### src/sv/blrt_pkg.sv
// package: sizes and shared types of the longest-run tracker
package blrt_pkg;

    localparam int ROWS   = 64;
    localparam int COLS   = 64;
    localparam int ROW_W  = 6;
    localparam int COL_W  = 6;
    localparam int CFG_W  = 7;
    localparam int LEN_W  = 7;
    localparam int ROW_AW = (ROWS > 1) ? $clog2(ROWS) : 1;
    localparam int CNT_W  = $clog2(ROWS + 1);

    localparam logic KIND_LOAD   = 1'b0;
    localparam logic KIND_TOGGLE = 1'b1;

    typedef struct packed {
        logic             valid;
        logic             kind;
        logic [ROW_W-1:0] row;
        logic [COL_W-1:0] col;
        logic             value;
        logic             in_range;
    } t_item;

    typedef struct packed {
        logic [COLS-1:0]  word;
        logic [LEN_W-1:0] best;
    } t_row_entry;

    typedef struct packed {
        logic             valid;
        logic             kind;
        logic             in_range;
        logic [LEN_W-1:0] old_best;
        logic [LEN_W-1:0] new_best;
    } t_cnt_upd;

endpackage

### src/sv/blrt_len_counts.sv
// per-length row counters and the grid maximum for toggle reports
module blrt_len_counts (
    input  logic                        i_clk,
    input  logic                        i_rst_n,
    input  blrt_pkg::t_cnt_upd          i_upd,
    output logic                        o_strobe,
    output logic [blrt_pkg::LEN_W-1:0]  o_longest_run
);
    import blrt_pkg::*;

    logic [CNT_W-1:0] r_cnt [COLS];
    logic [CNT_W-1:0] n_cnt [COLS];
    logic             r_rep_pend;
    logic             r_strobe;
    logic [LEN_W-1:0] r_longest;
    logic [LEN_W-1:0] w_max;
    logic             w_en;

    assign w_en = i_upd.valid && i_upd.in_range;

    // each counter watches for its own length on the old and new best
    always_comb begin
        for (int l = 0; l < COLS; l++) begin
            n_cnt[l] = r_cnt[l];
            if (w_en && (i_upd.old_best == LEN_W'(l + 1)) && (r_cnt[l] != '0)) begin
                n_cnt[l] = n_cnt[l] - CNT_W'(1);
            end
            if (w_en && (i_upd.new_best == LEN_W'(l + 1))) begin
                n_cnt[l] = n_cnt[l] + CNT_W'(1);
            end
        end
    end

    // highest length with a nonzero count
    always_comb begin
        w_max = '0;
        for (int l = 0; l < COLS; l++) begin
            if (r_cnt[l] != '0) begin
                w_max = LEN_W'(l + 1);
            end
        end
    end

    always_ff @(posedge i_clk) begin
        if (!i_rst_n) begin
            for (int l = 0; l < COLS; l++) begin
                r_cnt[l] <= '0;
            end
            r_rep_pend <= 1'b0;
            r_strobe   <= 1'b0;
        end else begin
            for (int l = 0; l < COLS; l++) begin
                r_cnt[l] <= n_cnt[l];
            end
            r_rep_pend <= i_upd.valid && (i_upd.kind == KIND_TOGGLE);
            r_strobe   <= r_rep_pend;
        end
        r_longest <= w_max;
    end

    assign o_strobe      = r_strobe;
    assign o_longest_run = r_longest;

endmodule

### config.mk
export PLATFORM = sky130hd
export DESIGN_NAME = blrt_len_counts
export DESIGN_NICKNAME = d
export VERILOG_FILES = /design/src/sv/blrt_pkg.sv /design/src/sv/blrt_len_counts.sv
export SDC_FILE = /design/constraint.sdc
export NUM_CORES = 2
export LEC_CHECK = 0
export BUFFER_PORTS_ARGS = -buffer_cell sky130_fd_sc_hd__clkbuf_2
export CORE_UTILIZATION = 50
export DETAILED_ROUTE_END_ITERATION = 8
export PLACE_DENSITY = 0.65
export SLEW_MARGIN = 20
export SYNTH_ARGS = -nofsm -noshare
export SYNTH_HDL_FRONTEND = slang
export SYNTH_SLANG_ARGS = --single-unit
### constraint.sdc
create_clock -name i_clk -period 6 [get_ports i_clk]
set_input_delay 1.2 -clock i_clk [delete_from_list [all_inputs] [get_ports i_clk]]
set_output_delay 1.2 -clock i_clk [all_outputs]
set_load 0.02 [all_outputs]
==> out/summary.txt <==
total power draw: 6.75 mW
final net count: 4243
area grow syn2layout: 9.28%
die height: 257 µm
via-per-instance ratio: 5.83
filler cell count: 6047
# IOs: 27
Setup TNS: 0 ns
gr ovfl total: 0
Multi-input gate area: 0.0221 mm²
status: complete, no violations
chip width: 257 µm
hold_buf cts: 0
Final setup viols: 0
core box area: 0.0643 mm²
Pwr Density: 190 mW/mm²
WS Path Type: primary input to flip-flop
dominant cell type by area after synthesis: dfxtp_1
all-layer global routing usage: 25.8%
critical-path cell list: clkbuf_2, and4_1, nand3_1, nor2_1, mux2i_1, ha_1, nand2_1, or4_1, a211o_1, a21oi_1
Die ar.: 0.0660 mm²
MaxCap Viol Count: 0
CTS resizes: 0
htree depth: 2
Netlist cell types: 89
antenna violations before repair: 5
Bufs on Longest Clock Path: 3
Post-Synthesis Cells: 4098
vias in the first global route: 26908
Net Count, Synth: 4248
synthesized cell area: 0.0325 mm²
DR DRC count: 0
Post-synth EDFFs: 0
syn_area_per_cell: 7.92 µm²
Clock Sinks: 457
slowest CP cell: and4_1
worst hold stages: 1
worst-margin pin slew: 1.21 ns
IO Port Bufs: 26
CP delay by family, top: simple AND/OR/NAND/NOR gates
Routed WL per cell: 17.5 µm
Arrival @ worst endpoint: 4.65 ns
GR Util met1: 34.4%
count of final max-slew check failures: 0
Pleak: 13.1 nW
Initial Util: 50.5%
Tcrit/Tclk final: 68.4%
busiest layer in global routing: met2
Cell Rows: 93
final instance area: 0.0355 mm²
Synth warnings: 0
M3 GR Usage: 4.81%
GPL Wtd Cong: 0.892
first-pass GRT wire length: 139000 µm
synth top area cells: dfxtp_1, xnor2_1, xor2_1, nor2_1, ha_1
CTS root buffer: clkbuf_16
Worst Clk Skew: 0.0266 ns
Worst EP required: 6.54 ns
maximum vdd ir drop: 209 µV
Hold/Removal Path Class: flip-flop to flip-flop
CTS buffer count: 56
layout cells sized above 1: 7.69%
Cell Area, Placed: 0.0336 mm²
register bit total from synthesis: 457
DRT Wirelength: 87200 µm
drt first-iter violations: 2128
Seq/Total Area, Yosys: 28.2%
Main synth FF type: dfxtp_1
CP Buf/Inv Count: 1
Final Hold Viols: 0
Core Util, Final: 55.1%
worst skew pair latency: 0.64 ns
CTS tree: done
CP endpoint kind: flip-flop
post-route minimum period: 4.11 ns
Synth async-reset ratio: 0%
number of nets with antenna violations after routing: 0
RSZ-0062 raised after global routing: false
Fmax: 0.244 GHz
Worst slew margin: 18.9%
critical path depth: 10
detailed-route via count: 29081
crit path max fanout: 13
1st-pass router iterations: 5
HPWL after DPL: 61800 µm
Clock transition at path regs: 0.06 ns
Register-to-Register Path Depth: 9
post-synth top area share: 28.2%
worst stage delay on the critical path: 0.77 ns
largest net degree at the start of global routing: 109
Hold Slack: 0.443 ns
register area: 0.00915 mm²
Worst setup SP type: primary input
met2 Usage GRT: 41.6%
post-CTS setup buffers: 0
## per-stage QoR
step	setup WS (ns)	std cells
global placement	1.41	4889
CTS	1.94	4991
floorplan	2.08	4098
detailed placement	1.29	4890
global route	1.69	4991
finish	1.89	4992
## registers in the layout (all words and copies together), names as in the netlist
signal and cells:
r_rep_pend 1, o_strobe 1, o_longest_run 7, r_cnt 448
## power breakdown
part / internal [mW] / total [mW] / leakage (nW) / switching (mW)
registers: 3.04 / 3.04 / 3.68 / 0.00208
logic: 0.0459 / 0.240 / 8.54 / 0.194
clock network: 2.08 / 3.47 / 0.922 / 1.39
## logic make-up after synthesis
kind of cell / share of synthesized area [%]
AND/OR/NAND/NOR: 32.0
XOR/XNOR: 15.2
AO/OA/AOI/OAI: 12.2
flip-flops: 28.2
buffers and inverters: 3.93
adder cells (fa/ha/maj): 5.05
multiplexers: 3.47
## worst paths after layout
| path | endpoint | slack (ns) | start |
|---|---|---|---|
| hold reg to reg | o_strobe | 0.44 | r_rep_pend |
| hold / removal | o_strobe | 0.44 | r_rep_pend |
| setup reg to reg | o_longest_run[1] | 2.42 | r_cnt[1][210] |
| setup / recovery | r_cnt[1][209] | 1.89 | i_upd[16] |
## worst reg2reg max path: stages (launching register included)
cell and delay [ns]:
dfxtp_1 0.32, inv_1 0.07, ha_1 0.16, or3b_2 0.50, nor4_2 0.85, nand2_1 0.19, a2111oi_0 0.61, o21ai_0 0.30
a22oi_1 0.25, nand2_1 0.16
## per-layer routing
metal | up-vias | wire (µm)
met5 | - | 38
met2 | 694 | 38100
met4 | 6 | 2850
met3 | 198 | 5860
met1 | 13549 | 40400
li1 | 14634 | -
## cell usage after synthesis (27+ instances only)
| master | count |
|---|---|
| or4_1 | 49 |
| nand2b_1 | 59 |
| nand3_1 | 191 |
| o41ai_1 | 35 |
| and3_1 | 46 |
| nor2_1 | 511 |
| nor4b_1 | 33 |
| a31oi_1 | 27 |
| a21oi_1 | 142 |
| and2_1 | 75 |
| nor3_1 | 236 |
| nand4_1 | 56 |
| nor3b_1 | 51 |
| nand2_1 | 275 |
| or2_2 | 54 |
| nor4_1 | 114 |
| clkbuf_1 | 119 |
| ha_1 | 131 |
| xnor2_1 | 316 |
| dfxtp_1 | 457 |
| o21ai_0 | 81 |
| or3_1 | 70 |
| mux2i_1 | 98 |
| inv_1 | 181 |
| a21o_1 | 29 |
| xor2_1 | 247 |
## layout make-up
type	count	share of cell area (%)
timing repair buffer	84	1.72
inverter	182	1.95
multi-input combinational	3312	62.3
clock inverter	15	0.525
antenna	1	0.00705
clock buffer	86	4.72
sequential	457	25.8
tap	855	3.01
## layout by cell type (no fill, tap or decap), types with 21 or more instances in the layout
cell type	netlist	routed
clkbuf_2	0	25
or4_1	49	49
o21ai_0	81	81
o41ai_1	35	35
nor3_1	236	234
dfxtp_1	457	457
xnor2_1	316	316
xor2_1	247	247
a31oi_1	27	27
nand2_1	275	275
nand4b_1	21	21
clkbuf_16	0	57
and4_1	21	21
and3_1	46	46
ha_1	131	131
mux2i_1	98	98
or2_2	54	54
nand3_1	191	191
nor2_1	511	511
nor3b_1	51	48
a21o_1	29	29
buf_4	1	55
inv_1	181	180
nand2b_1	59	59
nor4_1	114	110
o31ai_1	23	23
nand4_1	56	56
or3_1	70	70
a21oi_1	142	142
o211ai_1	21	21
and2_1	75	75
nor4b_1	33	33
(Power assumes the default switching activity.)
